File: src/design/arab_pkg.sv
// Shared constants, register indexes and control/status types for the boxcar
// sample-rate adjuster. No dependencies; imported by every other design file.
package arab_pkg;

  localparam int SAMPLE_BITS    = 16;
  localparam int ACC_BITS       = SAMPLE_BITS + 8;
  localparam int RATE_BITS      = 7;
  localparam int MAX_REPS       = 64;
  localparam int CFG_INDEX_BITS = 2;
  localparam int DIV_CNT_BITS   = $clog2(ACC_BITS + 1);

  localparam logic [CFG_INDEX_BITS-1:0] REG_IN_RATE  = CFG_INDEX_BITS'(0);
  localparam logic [CFG_INDEX_BITS-1:0] REG_OUT_RATE = CFG_INDEX_BITS'(1);
  localparam logic [CFG_INDEX_BITS-1:0] REG_DOWNMIX  = CFG_INDEX_BITS'(2);

  typedef struct packed {
    logic [RATE_BITS-1:0] in_rate;
    logic [RATE_BITS-1:0] out_rate;
    logic                 downmix_enable;
  } cfg_t;

  typedef struct packed {
    logic load_item;
    logic step;
    logic commit;
    logic flush;
  } dp_cmd_t;

  typedef struct packed {
    logic reps_zero;
    logic hit;
    logic div_done;
    logic out_free;
    logic has_pending;
  } dp_stat_t;

endpackage

File: src/design/audio_rate_adjust_boxcar.sv
// Boxcar rational sample-rate adjuster. Each item runs R accumulate steps,
// where R = min(out_rate, 64), and every result those steps cause passes
// through a bit-serial divider. Items are processed one at a time; results
// leave through an output register. Synchronous reset clears sum, phase and
// handshakes; the registers return to in_rate 1, out_rate 1, downmix on.
module audio_rate_adjust_boxcar (
  input  logic                                     clk,
  input  logic                                     rst,
  input  logic                                     cfg_write,
  input  logic [arab_pkg::CFG_INDEX_BITS-1:0]      cfg_index,
  input  logic [arab_pkg::RATE_BITS-1:0]           cfg_data,
  input  logic                                     in_valid,
  output logic                                     in_ready,
  input  logic signed [arab_pkg::SAMPLE_BITS-1:0]  sample_left,
  input  logic signed [arab_pkg::SAMPLE_BITS-1:0]  sample_right,
  output logic                                     out_valid,
  input  logic                                     out_ready,
  output logic signed [arab_pkg::SAMPLE_BITS-1:0]  sample_out,
  output logic                                     last
);
  import arab_pkg::*;

  cfg_t     cfg;
  dp_cmd_t  cmd;
  dp_stat_t stat;

  always_ff @(posedge clk) begin
    if (rst) begin
      cfg.in_rate        <= RATE_BITS'(1);
      cfg.out_rate       <= RATE_BITS'(1);
      cfg.downmix_enable <= 1'b1;
    end else if (cfg_write) begin
      case (cfg_index)
        REG_IN_RATE:  cfg.in_rate        <= cfg_data;
        REG_OUT_RATE: cfg.out_rate       <= cfg_data;
        REG_DOWNMIX:  cfg.downmix_enable <= cfg_data[0];
        default: begin
        end
      endcase
    end
  end

  arab_ctrl u_ctrl (
    .clk      (clk),
    .rst      (rst),
    .in_valid (in_valid),
    .in_ready (in_ready),
    .stat     (stat),
    .cmd      (cmd)
  );

  arab_datapath u_datapath (
    .clk          (clk),
    .rst          (rst),
    .cfg          (cfg),
    .cmd          (cmd),
    .stat         (stat),
    .sample_left  (sample_left),
    .sample_right (sample_right),
    .out_valid    (out_valid),
    .out_ready    (out_ready),
    .sample_out   (sample_out),
    .last         (last)
  );

endmodule

File: src/design/arab_ctrl.sv
// Sequencing state machine for the boxcar sample-rate adjuster.
// Depends on arab_pkg for the command and status types.
module arab_ctrl (
  input  logic               clk,
  input  logic               rst,
  input  logic               in_valid,
  output logic               in_ready,
  input  arab_pkg::dp_stat_t stat,
  output arab_pkg::dp_cmd_t  cmd
);
  import arab_pkg::*;

  typedef enum logic [2:0] {
    IDLE,
    STEP,
    DIV,
    RESULT,
    FINISH
  } state_t;

  state_t state;
  state_t state_next;
  logic   out_ok;

  assign in_ready = (state == IDLE);
  // A pending result may only move on once the output register can take it.
  assign out_ok = stat.out_free || !stat.has_pending;

  always_comb begin
    state_next = state;
    cmd        = '0;
    case (state)
      IDLE: begin
        if (in_valid) begin
          cmd.load_item = 1'b1;
          state_next    = STEP;
        end
      end
      STEP: begin
        if (stat.reps_zero) begin
          state_next = FINISH;
        end else begin
          cmd.step = 1'b1;
          if (stat.hit) begin
            state_next = DIV;
          end
        end
      end
      DIV: begin
        if (stat.div_done) begin
          state_next = RESULT;
        end
      end
      RESULT: begin
        if (out_ok) begin
          cmd.commit = 1'b1;
          state_next = STEP;
        end
      end
      FINISH: begin
        if (out_ok) begin
          cmd.flush  = 1'b1;
          state_next = IDLE;
        end
      end
      default: begin
        state_next = IDLE;
      end
    endcase
  end

  always_ff @(posedge clk) begin
    if (rst) begin
      state <= IDLE;
    end else begin
      state <= state_next;
    end
  end

endmodule

File: src/design/arab_datapath.sv
// Accumulator, phase counter, iterative divider, pending result and output
// register of the boxcar sample-rate adjuster. Depends on arab_pkg.
module arab_datapath (
  input  logic                                 clk,
  input  logic                                 rst,
  input  arab_pkg::cfg_t                       cfg,
  input  arab_pkg::dp_cmd_t                    cmd,
  output arab_pkg::dp_stat_t                   stat,
  input  logic signed [arab_pkg::SAMPLE_BITS-1:0] sample_left,
  input  logic signed [arab_pkg::SAMPLE_BITS-1:0] sample_right,
  output logic                                 out_valid,
  input  logic                                 out_ready,
  output logic signed [arab_pkg::SAMPLE_BITS-1:0] sample_out,
  output logic                                 last
);
  import arab_pkg::*;

  localparam logic [ACC_BITS-1:0] POS_LIMIT =
    ACC_BITS'((64'd1 << (SAMPLE_BITS - 1)) - 64'd1);
  localparam logic [ACC_BITS-1:0] NEG_LIMIT = ACC_BITS'(64'd1 << (SAMPLE_BITS - 1));

  logic [SAMPLE_BITS:0]          pair_sum;
  logic [SAMPLE_BITS-1:0]        mono;
  logic [RATE_BITS-1:0]          divisor_cfg;
  logic [RATE_BITS-1:0]          reps_cfg;
  logic [ACC_BITS-1:0]           sample;
  logic [ACC_BITS-1:0]           accum;
  logic [ACC_BITS-1:0]           accum_inc;
  logic [ACC_BITS-1:0]           accum_mag;
  logic [RATE_BITS-1:0]          phase;
  logic [RATE_BITS-1:0]          phase_inc;
  logic [RATE_BITS-1:0]          rep_cnt;
  logic [RATE_BITS-1:0]          rem;
  logic [RATE_BITS-1:0]          divisor;
  logic [ACC_BITS-1:0]           quo;
  logic [ACC_BITS-1:0]           quo_neg;
  logic                          neg;
  logic [DIV_CNT_BITS-1:0]       div_cnt;
  logic [RATE_BITS:0]            trial;
  logic [SAMPLE_BITS-1:0]        q_sat;
  logic [SAMPLE_BITS-1:0]        pending;
  logic                          has_pending;
  logic                          out_load;

  // Floor of the pair average is the top bits of the widened sum.
  assign pair_sum = {sample_left[SAMPLE_BITS-1], sample_left}
                  + {sample_right[SAMPLE_BITS-1], sample_right};
  assign mono = cfg.downmix_enable ? pair_sum[SAMPLE_BITS:1] : sample_left;

  assign divisor_cfg = (cfg.in_rate == '0) ? RATE_BITS'(1) : cfg.in_rate;
  assign reps_cfg    = (cfg.out_rate > RATE_BITS'(MAX_REPS)) ? RATE_BITS'(MAX_REPS)
                                                             : cfg.out_rate;

  assign accum_inc = accum + sample;
  assign phase_inc = phase + RATE_BITS'(1);
  assign accum_mag = accum_inc[ACC_BITS-1] ? (~accum_inc + ACC_BITS'(1)) : accum_inc;

  // Restoring division on the magnitude, one quotient bit per cycle.
  assign trial   = {rem, quo[ACC_BITS-1]} - {1'b0, divisor};
  assign quo_neg = ~quo + ACC_BITS'(1);

  always_comb begin
    if (!neg) begin
      q_sat = (quo > POS_LIMIT) ? {1'b0, {(SAMPLE_BITS-1){1'b1}}} : quo[SAMPLE_BITS-1:0];
    end else begin
      q_sat = (quo > NEG_LIMIT) ? {1'b1, {(SAMPLE_BITS-1){1'b0}}}
                                : quo_neg[SAMPLE_BITS-1:0];
    end
  end

  assign out_load = (cmd.commit || cmd.flush) && has_pending;

  assign stat.reps_zero   = (rep_cnt == '0);
  assign stat.hit         = (phase_inc == divisor_cfg);
  assign stat.div_done    = (div_cnt == '0);
  assign stat.out_free    = !out_valid || out_ready;
  assign stat.has_pending = has_pending;

  always_ff @(posedge clk) begin
    if (rst) begin
      accum       <= '0;
      phase       <= '0;
      rep_cnt     <= '0;
      div_cnt     <= '0;
      has_pending <= 1'b0;
      out_valid   <= 1'b0;
    end else begin
      if (cmd.load_item) begin
        rep_cnt     <= reps_cfg;
        has_pending <= 1'b0;
      end
      if (cmd.step) begin
        rep_cnt <= rep_cnt - RATE_BITS'(1);
        if (stat.hit) begin
          accum   <= '0;
          phase   <= '0;
          div_cnt <= DIV_CNT_BITS'(ACC_BITS);
        end else begin
          accum <= accum_inc;
          phase <= phase_inc;
        end
      end else if (div_cnt != '0) begin
        div_cnt <= div_cnt - DIV_CNT_BITS'(1);
      end
      if (cmd.commit) begin
        has_pending <= 1'b1;
      end
      if (cmd.flush) begin
        has_pending <= 1'b0;
      end
      if (out_load) begin
        out_valid <= 1'b1;
      end else if (out_ready) begin
        out_valid <= 1'b0;
      end
    end
  end

  always_ff @(posedge clk) begin
    if (cmd.load_item) begin
      sample <= {{(ACC_BITS-SAMPLE_BITS){mono[SAMPLE_BITS-1]}}, mono};
    end
    if (cmd.step && stat.hit) begin
      quo     <= accum_mag;
      rem     <= '0;
      neg     <= accum_inc[ACC_BITS-1];
      divisor <= divisor_cfg;
    end else if (div_cnt != '0) begin
      quo <= {quo[ACC_BITS-2:0], !trial[RATE_BITS]};
      rem <= trial[RATE_BITS] ? {rem[RATE_BITS-2:0], quo[ACC_BITS-1]}
                              : trial[RATE_BITS-1:0];
    end
    if (cmd.commit) begin
      pending <= q_sat;
    end
    if (out_load) begin
      sample_out <= pending;
      last       <= cmd.flush;
    end
  end

  a_no_overwrite: assert property (@(posedge clk) disable iff (rst)
    out_load |-> stat.out_free)
    else $error("output register loaded while a result still waits");

  a_div_idle_on_start: assert property (@(posedge clk) disable iff (rst)
    (cmd.step && stat.hit) |-> (div_cnt == '0))
    else $error("divider restarted while busy");

  a_commit_after_div: assert property (@(posedge clk) disable iff (rst)
    cmd.commit |-> stat.div_done)
    else $error("quotient taken before the divider finished");

  a_flush_marks_last: assert property (@(posedge clk) disable iff (rst)
    (cmd.flush && has_pending) |=> (out_valid && last && !has_pending))
    else $error("final result of an item not marked last");

endmodule

File: config.mk
export PLATFORM = sky130hd
export DESIGN_NAME = audio_rate_adjust_boxcar
export DESIGN_NICKNAME = d
export VERILOG_FILES = /design/src/design/arab_pkg.sv /design/src/design/audio_rate_adjust_boxcar.sv /design/src/design/arab_ctrl.sv /design/src/design/arab_datapath.sv
export SDC_FILE = /design/constraint.sdc
export NUM_CORES = 1
export LEC_CHECK = 0
export BUFFER_PORTS_ARGS = -buffer_cell sky130_fd_sc_hd__clkbuf_2
export CAP_MARGIN = 20
export CORE_MARGIN = 2
export CORE_UTILIZATION = 31
export DETAILED_ROUTE_END_ITERATION = 6
export PLACE_DENSITY = 0.47
export SETUP_SLACK_MARGIN = 0.3
export SLEW_MARGIN = 20
export SYNTH_ARGS = -nofsm -noshare
export SYNTH_HDL_FRONTEND = slang
export SYNTH_SLANG_ARGS = --single-unit
File: constraint.sdc
create_clock -name clk -period 7 [get_ports clk]
set_input_delay 0.35 -clock clk [delete_from_list [all_inputs] [get_ports clk]]
set_output_delay 0.35 -clock clk [all_outputs]
set_load 0.005 [all_outputs]
Word-level counts from Yosys, hierarchy flattened
Index checks and enable logic that the tools add are counted.
Widths: inputs -> output; s select.
- bits in registers: 151
- input bits: 46
- output and inout port bits: 19
- logic and storage cells: 104
- add/sub/neg operators: 8
- $lt $le $gt $ge: 3
- equal/unequal tests: 13
- mux-type cells: 35
- bitwise logic cells: 2
- reductions and logical operators: 25
- operators with widths (operator ; count):
    $mux 24 ; 4
    $mux 16 ; 4
    $mux 7 ; 6
    $add 24x1->24 const B ; 1
    $add 24x24->24 ; 1
    $gt 24x15->1 const B ; 1
    $gt 24x16->1 const B ; 1
    $not 24->24 ; 1
    $mux 3 ; 6
    $add 16x16->17 ; 1
    $add 16x1->16 const B ; 1
    $not 16->16 ; 1
    $mux 5 ; 3
    $pmux 3 s5 ; 1
    $logic_not 7->1 ; 2
    $mux 1 ; 11
    $reduce_bool 2->1 ; 5
    $reduce_and 2->1 ; 4
    $sub 8x7->8 ; 1
    $add 7x1->7 const B ; 1
    $eq 7x7->1 ; 1
    $gt 7x7->1 const B ; 1
    $sub 7x1->7 const B ; 1
    $eq 3x2->1 const B ; 2
    17 further kinds ; 25

Depth between registers and ports, before layout
Gate-level depths: netlist of the first run.
- word-level depth: 8
- gate-level depth with buffers: 13

Hierarchy
From an unflattened synthesis of the first run, not the netlist that was laid out.
- cell total of the unflattened synthesis: 1060
- area total of the unflattened synthesis: 9590.4 um^2
- modules (own cells, without submodules) (module ; times used ; cells each ; area each (um^2) ; sequential area each (um^2)):
    arab_datapath ; 1 ; 973 ; 8718.4 ; 3473.3
    audio_rate_adjust_boxcar ; 1 ; 59 ; 628.1 ; 300.3
    arab_ctrl ; 1 ; 28 ; 244.0 ; 60.1

Least setup slack after synthesis of the first run
Ideal clock, no wire load.
- kind: register -> register
- start: reg u_datapath.accum[0]
- end: reg u_datapath.quo[22] (data pin)
- data arrival time: 3.417 ns
- path slack: 3.318 ns
- stages on the path, launching flop included: 14
- path buffers: 0
- path through: dfxtp_1 > ha_1 > inv_1 > fa_1 > nand2b_1 > a211oi_1 > o21bai_1 > a211oi_1 > nand3_1 > or4b_4 > or4b_4 > o41ai_4 > xor2_1 > o21ai_1
- word-level cells in the longest chain between the ends: 5
- RTL lines (what ; RTL line ; source):
    from (decl) ; arab_datapath.sv:27 ; logic [ACC_BITS-1:0] accum;
    from (signal assigned) ; arab_datapath.sv:99 ; accum <= accum_inc;
    $add 24x24->24 * ; arab_datapath.sv:54 ; assign accum_inc = accum + sample;
    $not 24->24 ; arab_datapath.sv:56 ; assign accum_mag = accum_inc[ACC_BITS-1] ? (~accum_inc + ACC_BITS'(1)) : accum_inc;
    $add 24x1->24 ; arab_datapath.sv:56 ;
    $mux 24 * ; arab_datapath.sv:56 ;
    $mux 24 * ; arab_datapath.sv:123 ; if (cmd.step && stat.hit) begin
    to (signal assigned) ; arab_datapath.sv:124 ; quo <= accum_mag;
    to (signal assigned) ; arab_datapath.sv:129 ; quo <= {quo[ACC_BITS-2:0], !trial[RATE_BITS]};
    to (decl) ; arab_datapath.sv:35 ; logic [ACC_BITS-1:0] quo;
Mark *: on every way between the ends. The rest lies on a longest branch, timed or not.
A chain may end at the register's enable or synchronous reset.

Worst setup path after layout of the first run
- start: reg u_datapath.accum[0]
- end: reg u_datapath.quo[23] (data pin)
Same word-level chain as after synthesis.

==> impl_metrics.json, run 1 <==
{
  "cts_max_path_buffers": 2,
  "viasPerCell": 4.93,
  "die_w_um": 177,
  "io_buffer_count": 64,
  "maxSlewHeadroom_pct": 32.2,
  "synth_warnings": 0,
  "ys_types": 71,
  "die_h_um": 177,
  "drt_pre_antenna_iters": 5,
  "synthesis.nets": 1108,
  "syn-cell-area_um2": 9230,
  "clkTransAtPathRegs_ns": 0.07,
  "fin_nets": 1148,
  "timing.fmax_mhz": 250,
  "antenna_found_initial": 0,
  "critical_path.max_stage_delay_ns": 0.50,
  "finalCritPeriodShare_pct": 57.0,
  "critPathLaunch": "u_datapath.accum[0]$_SDFFE_PP0P_",
  "wl_um": 20600,
  "synth-async-reset-ratio_pct": 0,
  "multi_input_area_um2": 5040,
  "ir_drop_mv": 0.180,
  "hold_violations": 0,
  "cpLargestDelayFamily": "simple AND/OR/NAND/NOR gates",
  "p_leak_nw": 4.20,
  "grt_pass1_vias": 6854,
  "synth_top_area_share_pct": 26.4,
  "nFillCells": 3047,
  "vias": 7156,
  "path_buf_inv": 1,
  "crit_path_start_kind": "register",
  "grt_max_degree": 64,
  "drtIter0Drc": 425,
  "outcome": "finished, final reports clean",
  "num_rows": 63,
  "r2r_end": "u_datapath.quo[23]$_DFFE_PP_",
  "yosys-top-cells-count": "nor2_1, nand2_1, edfxtp_1",
  "cts_resized": 0,
  "cp_data_arrival_time_ns": 4.29,
  "drive_above_1_share_pct": 13.4,
  "gp_congestion": 0.820,
  "pin_count": 65,
  "syn_inst": 1009,
  "rsz0062_at_grt": "false",
  "gr-usage-all-layers_pct": 13.8,
  "core_area_um2": 29500,
  "cp.depth": 13,
  "ff2ff_path_depth": 13,
  "root_buffer": "clkbuf_16",
  "synth_edf_count": 81,
  "cp_cell_sequence": "ha_1, inv_1, fa_1, nor2b_1, o2111ai_2, and4b_1, o22ai_1, nand2_1, nor4_1, nand4b_1, or3_1, nor4b_1, mux2_2",
  "drc": 0,
  "cts.sinks": 151,
  "crit_type": "reg -> reg",
  "syn_to_final_growth_pct": 13.7,
  "worstSkewPairLatency_ns": 0.43,
  "cp-endpoint": "u_datapath.quo[23]$_DFFE_PP_",
  "hold_buffers": 0,
  "powerDensity_nw_per_um2": 335,
  "grt_overflow_total": 0,
  "htreeDepth": 4,
  "ys.flop_type": "edfxtp_1",
  "crit_path_top_delay_cell": "nor4_1",
  "tritoncts": "yes",
  "ant_nets": 0,
  "grt_pass1_wl_um": 34900,
  "finClkSkew_ns": 0.0139,
  "endpoint_kind": "register",
  "cts_buffers": 17,
  "ys_ff_latch": 151,
  "hold_path_class": "in -> reg",
  "synth_area_leaders": "edfxtp_1, dfxtp_1, ha_1",
  "start_util_pct": 31.3,
  "fin_setup_tns_ns": 0,
  "critPathRequiredTime_ns": 7.30,
  "ys_seq_area_share_pct": 41.6,
  "yosysMostFrequentCell": "nor2_1",
  "yosysTopAreaCell": "edfxtp_1",
  "post_cts_buffers": 0,
  "hpwl_um": 14900,
  "ff_latch_area_um2": 3830,
  "wl_per_cell_um": 14.2,
  "syn_area_per_cell_um2": 9.14,
  "cap_violations": 0,
  "diodes": 0,
  "cp_max_fo": 4,
  "dieArea_um2": 31200,
  "power_w": 0.00351,
  "slew_violations": 0,
  "fin_crit_ns": 3.99,
  "r2r-start": "u_datapath.accum[0]$_SDFFE_PP0P_",
  "worst-r2r-setup-slack_ns": 3.01,
  "setup_viol": 0,
  "worst_pin_slew_ns": 1.01
}
[registers in the layout, summed over array words and instances, names as in the netlist, 5 cells and up]
register	cells
u_datapath.accum	24
u_datapath.quo	24
u_datapath.pending	16
u_datapath.sample	16
u_datapath.sample_out	16
cfg	15
u_datapath.divisor	7
u_datapath.phase	7
u_datapath.rem	7
u_datapath.rep_cnt	7
u_datapath.div_cnt	5
[final cells by class]
| class | count | share of cell area [%] |
|---|---|---|
| clock buffers | 18 | 4.29 |
| clock inverters | 14 | 1.20 |
| multi-input cells | 761 | 48.0 |
| inverters | 46 | 1.65 |
| flip-flops and latches | 151 | 36.5 |
| well taps | 390 | 4.65 |
| repair buffers | 72 | 3.63 |
[kinds of logic (layout without fill, tap and decap cells)]
family / count (synthesis) / after routing / synth area share [%]
flops: 151 / 151 / 41.6
compound gates: 276 / 276 / 19.4
buf+inv: 97 / 150 / 4.01
mux: 33 / 33 / 3.78
fa+ha+maj: 53 / 53 / 7.43
simple gates: 330 / 330 / 17.3
xor+xnor: 69 / 69 / 6.55
[metal layers]
metal / part of all wire [%] / GRT usage, % / vias up
met3: 3.2 / 2.48 / 11
met1: 54 / 20.1 / 3257
li1: - / - / 3769
met4: 0.77 / 3.24 / 0
met5: 0 / 0 / -
met2: 42 / 21.0 / 119
[placed cells by master, fill, tap and decap left out, types with 9 or more instances in the layout]
cell / instances
a211oi_1: 10
a21o_1: 18
a21oi_1: 65
a22oi_1: 14
a31oi_1: 12
clkbuf_16: 18
clkbuf_2: 64
dfxtp_1: 70
edfxtp_1: 81
ha_1: 50
inv_1: 46
mux2_2: 15
mux2i_1: 18
nand2_1: 93
nand2b_1: 10
nand3_1: 27
nor2_1: 94
nor2b_1: 11
nor3_1: 25
o21ai_0: 78
o311ai_0: 12
o31ai_1: 9
or3_1: 18
xnor2_1: 34
xor2_1: 34
[worst min path at each step]
| stage | start | to | cells past startpoint |
|---|---|---|---|
| final | cfg_data[0] | cfg[8]$_SDFFE_PP1P_ | 2 |
| after global routing | cfg_data[4] | cfg[5]$_SDFFE_PP0P_ | 3 |
| after CTS | cfg_data[0] | cfg[8]$_SDFFE_PP1P_ | 2 |
| after detailed placement | u_datapath.pending[4]$_DFFE_PP_ | u_datapath.sample_out[4]$_DFFE_PP_ | 0 |
| after global placement | u_datapath.pending[4]$_DFFE_PP_ | u_datapath.sample_out[4]$_DFFE_PP_ | 0 |
| after floorplan | u_datapath.pending[0]$_DFFE_PP_ | u_datapath.sample_out[0]$_DFFE_PP_ | 0 |
[metrics by stage]
| step | instance area, µm² | std cells | hold WS [ns] | utilization, % | setup WS (ns) |
|---|---|---|---|---|---|
| 2_1_floorplan | 9230 | 1009 | 0.400 | - | 3.32 |
| 3_3_place_gp | 9900 | 1420 | 0.405 | 33.6 | 3.01 |
| 3_5_place_dp | 9920 | 1420 | 0.405 | 33.6 | 3.01 |
| 4_1_cts | 10500 | 1452 | 0.157 | 35.6 | 2.99 |
| 5_1_grt | 10500 | 1452 | 0.166 | 35.6 | 2.70 |
| 6_report | 10500 | 1452 | 0.171 | 35.6 | 3.01 |
[power breakdown]
group / total [W] / switching, W / leakage, nW / internal, W
logic: 0.00127 / 0.000777 / 2.58 / 0.000497
clock network: 0.000901 / 0.000410 / 0.289 / 0.000490
registers: 0.00134 / 0.000153 / 1.34 / 0.00118
Power figures use the tool's default switching activity.
==> inputs of run 2 (changes only) <==
Clock period 7 ns to 4.1 ns, I/O delays scaled along.
==> run 2 against run 1 <==
Effect of this change: via count is 0.89% higher; global-route usage increased by 0.069 points; design area up 2.4%; largest cell class unchanged; fmax up 7.8%; first-iteration DRC count shrank 23%; sequential share of layout area down 0.86 points; core utilization rose by 0.85 points; sequential cell count unchanged; power rose by 74%; count of clock-buffer cells in the layout is 2 higher; clock skew is 0.00062 ns lower; non-clock buffer count is 18 higher.
==> impl_metrics.json, run 2 (synthesized netlist as in run 1, its figures left out) <==
{
  "vias": 7220,
  "p_sw_share_pct": 37.7,
  "gr-max-usage-layer": "met2",
  "slew_violations": 0,
  "cpLargestDelayFamily": "compound AO/OA/AOI/OAI gates",
  "htreeDepth": 4,
  "drive_above_1_share_pct": 16.3,
  "clkTransAtPathRegs_ns": 0.07,
  "worst_pin_slew_ns": 0.834,
  "p_int_w": 0.00380,
  "fin_nets": 1166,
  "grtUsageMet2_pct": 21.1,
  "critPathRequiredTime_ns": 4.26,
  "power_frac_comb_pct": 37.5,
  "drtIter0Drc": 326,
  "ant_nets": 0,
  "timing.fmax_mhz": 270,
  "whs_ns": 0.0240,
  "setup_viol": 0,
  "hold_start": "cfg_data[0]",
  "drc": 0,
  "cts_max_path_buffers": 2,
  "wl_per_cell_um": 13.9,
  "endpoint_kind": "register",
  "io_buffer_count": 64,
  "ir_drop_mv": 0.308,
  "ff2ff_path_depth": 10,
  "r2r-start": "u_datapath.sample[6]$_DFFE_PP_",
  "clockPowerShare_pct": 25.3,
  "p_leak_nw": 4.32,
  "reg_top3": "u_datapath.accum: 24 flops, u_datapath.quo: 24 flops",
  "worst-r2r-setup-slack_ns": 0.40,
  "worstSkewPairLatency_ns": 0.43,
  "wl_um": 20500,
  "crit_path_start_kind": "register",
  "dieArea_um2": 31200,
  "gp_congestion": 0.791,
  "grt_pass1_vias": 6941,
  "hold_path_class": "in -> reg",
  "crit_path_top_delay_cell": "or4b_4",
  "grt_pass1_wl_um": 35300,
  "holdPathEnd": "cfg[8]$_SDFFE_PP1P_",
  "fin_crit_ns": 3.70,
  "cts_buffers": 17,
  "finalCritPeriodShare_pct": 90.3,
  "tritoncts": "yes",
  "use_met1_pct": 20.2,
  "crit_type": "reg -> reg",
  "syn_to_final_growth_pct": 16.5,
  "gr-usage-all-layers_pct": 13.8,
  "cap_violations": 0,
  "drt_pre_antenna_iters": 5,
  "hold_path_depth": 2,
  "pin_count": 65,
  "final_cell_mix": "nor2_1, nand2_1, edfxtp_1",
  "cp_data_arrival_time_ns": 3.87,
  "power_w": 0.00610,
  "pwr-share-seq_pct": 37.2,
  "start_util_pct": 31.3,
  "powerDensity_nw_per_um2": 568,
  "core_area_um2": 29500,
  "cts.sinks": 151,
  "final_core_util_pct": 36.4,
  "gr-usage-met3_pct": 2.11,
  "die_h_um": 177,
  "outcome": "finished, final reports clean",
  "cp_max_fo": 6,
  "stdcell_area_um2": 10700,
  "hold_violations": 0,
  "crit_top_cell": "or4b_4",
  "antenna_found_initial": 0,
  "place_area_um2": 10000,
  "r2r_end": "u_datapath.quo[22]$_DFFE_PP_",
  "nFillCells": 3080,
  "final_common_cell": "nor2_1",
  "hpwl_um": 15100,
  "grt_max_degree": 63,
  "rsz0062_at_grt": "true",
  "die_w_um": 177,
  "root_buffer": "clkbuf_16",
  "critical_path.max_stage_delay_ns": 0.61,
  "grt_overflow_total": 0,
  "diodes": 0,
  "fin_setup_tns_ns": 0,
  "num_rows": 63,
  "finClkSkew_ns": 0.0133,
  "cp_cell_sequence": "ha_1, a21o_1, a221o_1, a31oi_4, xnor2_1, or4b_4, or4b_4, o41ai_4, xor2_1, o21ai_1",
  "maxSlewHeadroom_pct": 44.2,
  "path_buf_inv": 0,
  "viasPerCell": 4.91,
  "p_switching_w": 0.00230
}
==> run 2: power by group through the flow <==
stage,clock network [W],logic [W],registers [W]
2_1_floorplan,0,0.00172,0.00220
3_3_place_gp,0,0.00224,0.00230
3_5_place_dp,0,0.00226,0.00230
4_1_cts,0.00159,0.00227,0.00227
5_1_grt,0.00166,0.00263,0.00232
6_report,0.00154,0.00229,0.00227
==> run 2: worst max path at each step <==
stage | startpoint | to | slack, ns | depth (start not counted)
global placement | u_datapath.accum[0]$_SDFFE_PP0P_ | u_datapath.quo[22]$_DFFE_PP_ | 0.21 | 13
detailed placement | u_datapath.accum[0]$_SDFFE_PP0P_ | u_datapath.quo[22]$_DFFE_PP_ | 0.20 | 13
finish | u_datapath.sample[6]$_DFFE_PP_ | u_datapath.quo[22]$_DFFE_PP_ | 0.40 | 10
floorplan | u_datapath.accum[0]$_SDFFE_PP0P_ | u_datapath.quo[22]$_DFFE_PP_ | 0.42 | 13
CTS | u_datapath.accum[0]$_SDFFE_PP0P_ | u_datapath.quo[23]$_DFFE_PP_ | 0.31 | 13
global route | u_datapath.sample[6]$_DFFE_PP_ | u_datapath.quo[22]$_DFFE_PP_ | 0.26 | 10
==> run 2: through the flow <==
step | setup slack (ns) | instances
6_report | 0.397 | 1470
5_1_grt | 0.258 | 1470
4_1_cts | 0.307 | 1468
3_5_place_dp | 0.203 | 1435
3_3_place_gp | 0.211 | 1435
2_1_floorplan | 0.418 | 1009
==> run 2: worst reg2reg max path, delay by kind of cell (launching register included) <==
family,cells,cell delay [ns]
compound gates,5,1.19
flops,1,0.37
fa+ha+maj,1,0.40
simple gates,2,1.16
xor+xnor,2,0.32
==> run 2: final cells by class <==
type                    count  area (µm²)  share of cell area (%)
flip-flops and latches    151        3830                    35.7
well taps                 390         488                    4.54
inverters                  46         173                    1.61
clock buffers              20         468                    4.36
multi-input cells         761        5160                    48.0
repair buffers             90         522                    4.86
clock inverters            12         103                   0.955
==> run 2: routing by layer <==
| metal | part of all wire, % | up-vias |
|---|---|---|
| met2 | 43 | 107 |
| li1 | - | 3801 |
| met3 | 3.0 | 11 |
| met1 | 53 | 3301 |
| met4 | 0.82 | 0 |
| met5 | 0 | - |
==> run 2: timing repair <==
item / CTS / global route
setup buffers: 0 / 2
setup endpoints to repair: 4 / 22
pin swaps: 2 / 10
gates resized for setup: 2 / 23
hold buffers: 1 / 0
hold endpoints to repair: 1 / 0
==> inputs of run 3 (changes only) <==
--- a/config.mk
+++ b/config.mk
@@ -6,4 +6,5 @@
 export NUM_CORES = 1
 export LEC_CHECK = 0
+export ABC_AREA = 1
 export BUFFER_PORTS_ARGS = -buffer_cell sky130_fd_sc_hd__clkbuf_2
 export CAP_MARGIN = 20
@@ -11,5 +12,5 @@
 export CORE_UTILIZATION = 31
 export DETAILED_ROUTE_END_ITERATION = 6
-export PLACE_DENSITY = 0.47
+export PLACE_DENSITY = 0.48
 export SETUP_SLACK_MARGIN = 0.3
 export SLEW_MARGIN = 20
==> constraint.sdc (replaced) <==
create_clock -name clk -period 3 [get_ports clk]
set_input_delay 0.15 -clock clk [delete_from_list [all_inputs] [get_ports clk]]
set_output_delay 0.15 -clock clk [all_outputs]
set_load 0.01 [all_outputs]
==> run 3 against run 2 <==
Effect of this change: design area grew 10%; first-iteration DRC count up 29%; critical path type unchanged; via count rose by 18%; setup slack gained 0.015 ns; synthesized area grew 5.0%; combinational power is 150% higher; clock skew up 0.0029 ns.
==> impl_metrics.json, run 3 <==
{
  "outcome": "finished, final reports clean",
  "crit_type": "reg -> reg",
  "clkTransAtPathRegs_ns": 0.07,
  "gr-usage-met3_pct": 2.24,
  "critPathRequiredTime_ns": 3.16,
  "p_leak_nw": 5.25,
  "synthesis.nets": 1429,
  "ys_ff_latch": 151,
  "fin_nets": 1519,
  "cp_data_arrival_time_ns": 2.75,
  "root_buffer": "clkbuf_16",
  "setup_viol": 0,
  "yosysTopAreaCell": "edfxtp_1",
  "hold_violations": 0,
  "timing.fmax_mhz": 386,
  "tritoncts": "yes",
  "ys_types": 46,
  "wl_um": 24100,
  "syn_area_per_cell_um2": 7.28,
  "dieArea_um2": 32700,
  "cpLargestDelayFamily": "simple AND/OR/NAND/NOR gates",
  "ys_seq_area_share_pct": 39.6,
  "hold_path_class": "in -> reg",
  "die_h_um": 181,
  "io_buffer_count": 64,
  "crit_path_top_delay_cell": "fa_2",
  "syn_inst": 1330,
  "worst-r2r-setup-slack_ns": 0.41,
  "finalCritPeriodShare_pct": 86.3,
  "fin_crit_ns": 2.59,
  "diodes": 0,
  "grt_pass1_wl_um": 39600,
  "cts_buffers": 17,
  "use_met1_pct": 20.7,
  "drtIter0Drc": 421,
  "ys.flop_type": "edfxtp_1",
  "cts_max_path_buffers": 2,
  "ir_drop_mv": 0.467,
  "layoutNonFillerInstCount": 1829,
  "viasPerCell": 4.66,
  "drt_pre_antenna_iters": 5,
  "yosysMostFrequentCell": "nand2_1",
  "yosys-top-cells-count": "nand2_1, inv_1, nor2_1",
  "ant_nets": 0,
  "synth_warnings": 0,
  "synth_edf_count": 81,
  "reg_top3": "u_datapath.accum: 24 flops, u_datapath.quo: 24 flops",
  "fin_setup_tns_ns": 0,
  "maxSlewHeadroom_pct": 47.0,
  "critical_path.max_stage_delay_ns": 0.38,
  "cp_max_fo": 7,
  "grtUsageMet2_pct": 23.7,
  "gr-usage-all-layers_pct": 14.7,
  "drc": 0,
  "num_rows": 64,
  "antenna_found_initial": 0,
  "core_area_um2": 30700,
  "worstSkewPairLatency_ns": 0.43,
  "final_common_cell": "nand2_1",
  "finClkSkew_ns": 0.0162,
  "drive_above_1_share_pct": 17.6,
  "hpwl_um": 17900,
  "cap_violations": 0,
  "synth-async-reset-ratio_pct": 0,
  "rsz0062_at_grt": "true",
  "grt_overflow_total": 0,
  "synth_top_area_share_pct": 25.1,
  "syn-cell-area_um2": 9690,
  "crit_path_start_kind": "register",
  "grt_pass1_vias": 8188,
  "powerDensity_nw_per_um2": 932,
  "die_w_um": 181,
  "htreeDepth": 4,
  "cts.sinks": 151,
  "final_cell_mix": "nand2_1, inv_1, nor2_1",
  "pin_count": 65,
  "endpoint_kind": "register",
  "vias": 8517,
  "cp_cell_sequence": "ha_4, inv_2, fa_2, inv_2, nand2_2, and2_4, inv_4, nand3_2, nor2_1, nand2_1, nor2_2, nand2_2, nor2_4, nand3_4, nand2_4, nand2_1, nand3_1, o21ai_0",
  "gr-max-usage-layer": "met2",
  "synth_area_leaders": "edfxtp_1, nand2_1, dfxtp_1",
  "gp_congestion": 0.857,
  "slew_violations": 0,
  "wl_per_cell_um": 13.2,
  "start_util_pct": 31.6,
  "dp_cells": 1770,
  "path_buf_inv": 3,
  "worst_pin_slew_ns": 0.788,
  "syn_to_final_growth_pct": 22.4,
  "grt_max_degree": 47
}
run 3: kinds of logic after synthesis:
logic type	after synthesis	share of synthesized area, %
xor+xnor	48	4.53
fa+ha+maj	53	7.08
simple gates	650	27.9
flops	151	39.6
compound gates	221	12.6
buf+inv	207	8.36
run 3: metal layers:
| metal | vias up | part of all wire, % |
|---|---|---|
| met3 | 20 | 2.8 |
| li1 | 4566 | - |
| met4 | 0 | 1.2 |
| met1 | 3812 | 51 |
| met5 | - | 0 |
| met2 | 119 | 45 |
run 3: worst reg2reg max path: cells and delay by family, from the launching register on:
kind / cells / cell delay [ns]
AOI/OAI and AO/OA: 1 / 0.09
and+or+nand+nor: 12 / 1.17
adders and majority gates: 2 / 0.53
buffers and inverters: 3 / 0.16
DFF: 1 / 0.37
run 3: cell type report:
class	count	area [µm²]
Fill cell	3238	18800
Multi-Input combinational cell	972	5560
Sequential cell	151	3840
Timing Repair Buffer	106	751
Inverter	172	648
Tap cell	396	495
Clock buffer	17	425
Clock inverter	15	141
run 3: what timing repair did:
action	CTS	global route
cloned	0	2
setup buffers	3	16
hold buffers	6	0
pin swaps	6	37
gates resized for setup	15	116
endpoints found under the setup margin	12	84
endpoints found under the hold margin	9	0
run 3: path summary, 6_finish.rpt:
kind                                                      start                            endpoint  cells past startpoint
worst max-delay path             u_datapath.sample[0]$_DFFE_PP_        u_datapath.quo[15]$_DFFE_PP_                     18
worst min register to register  u_datapath.pending[7]$_DFFE_PP_  u_datapath.sample_out[7]$_DFFE_PP_                      0
worst max register to register   u_datapath.sample[0]$_DFFE_PP_        u_datapath.quo[15]$_DFFE_PP_                     18
worst min-delay path                                  cfg_write                 cfg[0]$_SDFFE_PP1P_                      3
run 3: report_power, final:
group	leakage, nW	internal [W]	switching (W)	total [W]
Combinational	3.62	0.00218	0.00344	0.00563
Clock	0.285	0.00116	0.000946	0.00211
Sequential	1.34	0.00290	0.000410	0.00331
run 3: stage by stage:
stage | cell area (µm²) | total power (W) | util (%) | worst slack (ns) | hold slack [ns]
finish | 11900 | 0.0110 | 38.7 | 0.412 | 0.0134
global route | 11900 | 0.0121 | 38.7 | 0.211 | 0.0298
global placement | 10500 | 0.00817 | 34.2 | 0.177 | 0.391
floorplan | 9690 | 0.00695 | - | 0.394 | 0.280
detailed placement | 10500 | 0.00820 | 34.2 | 0.108 | 0.398
CTS | 11200 | 0.0104 | 36.5 | 0.301 | 0.000697
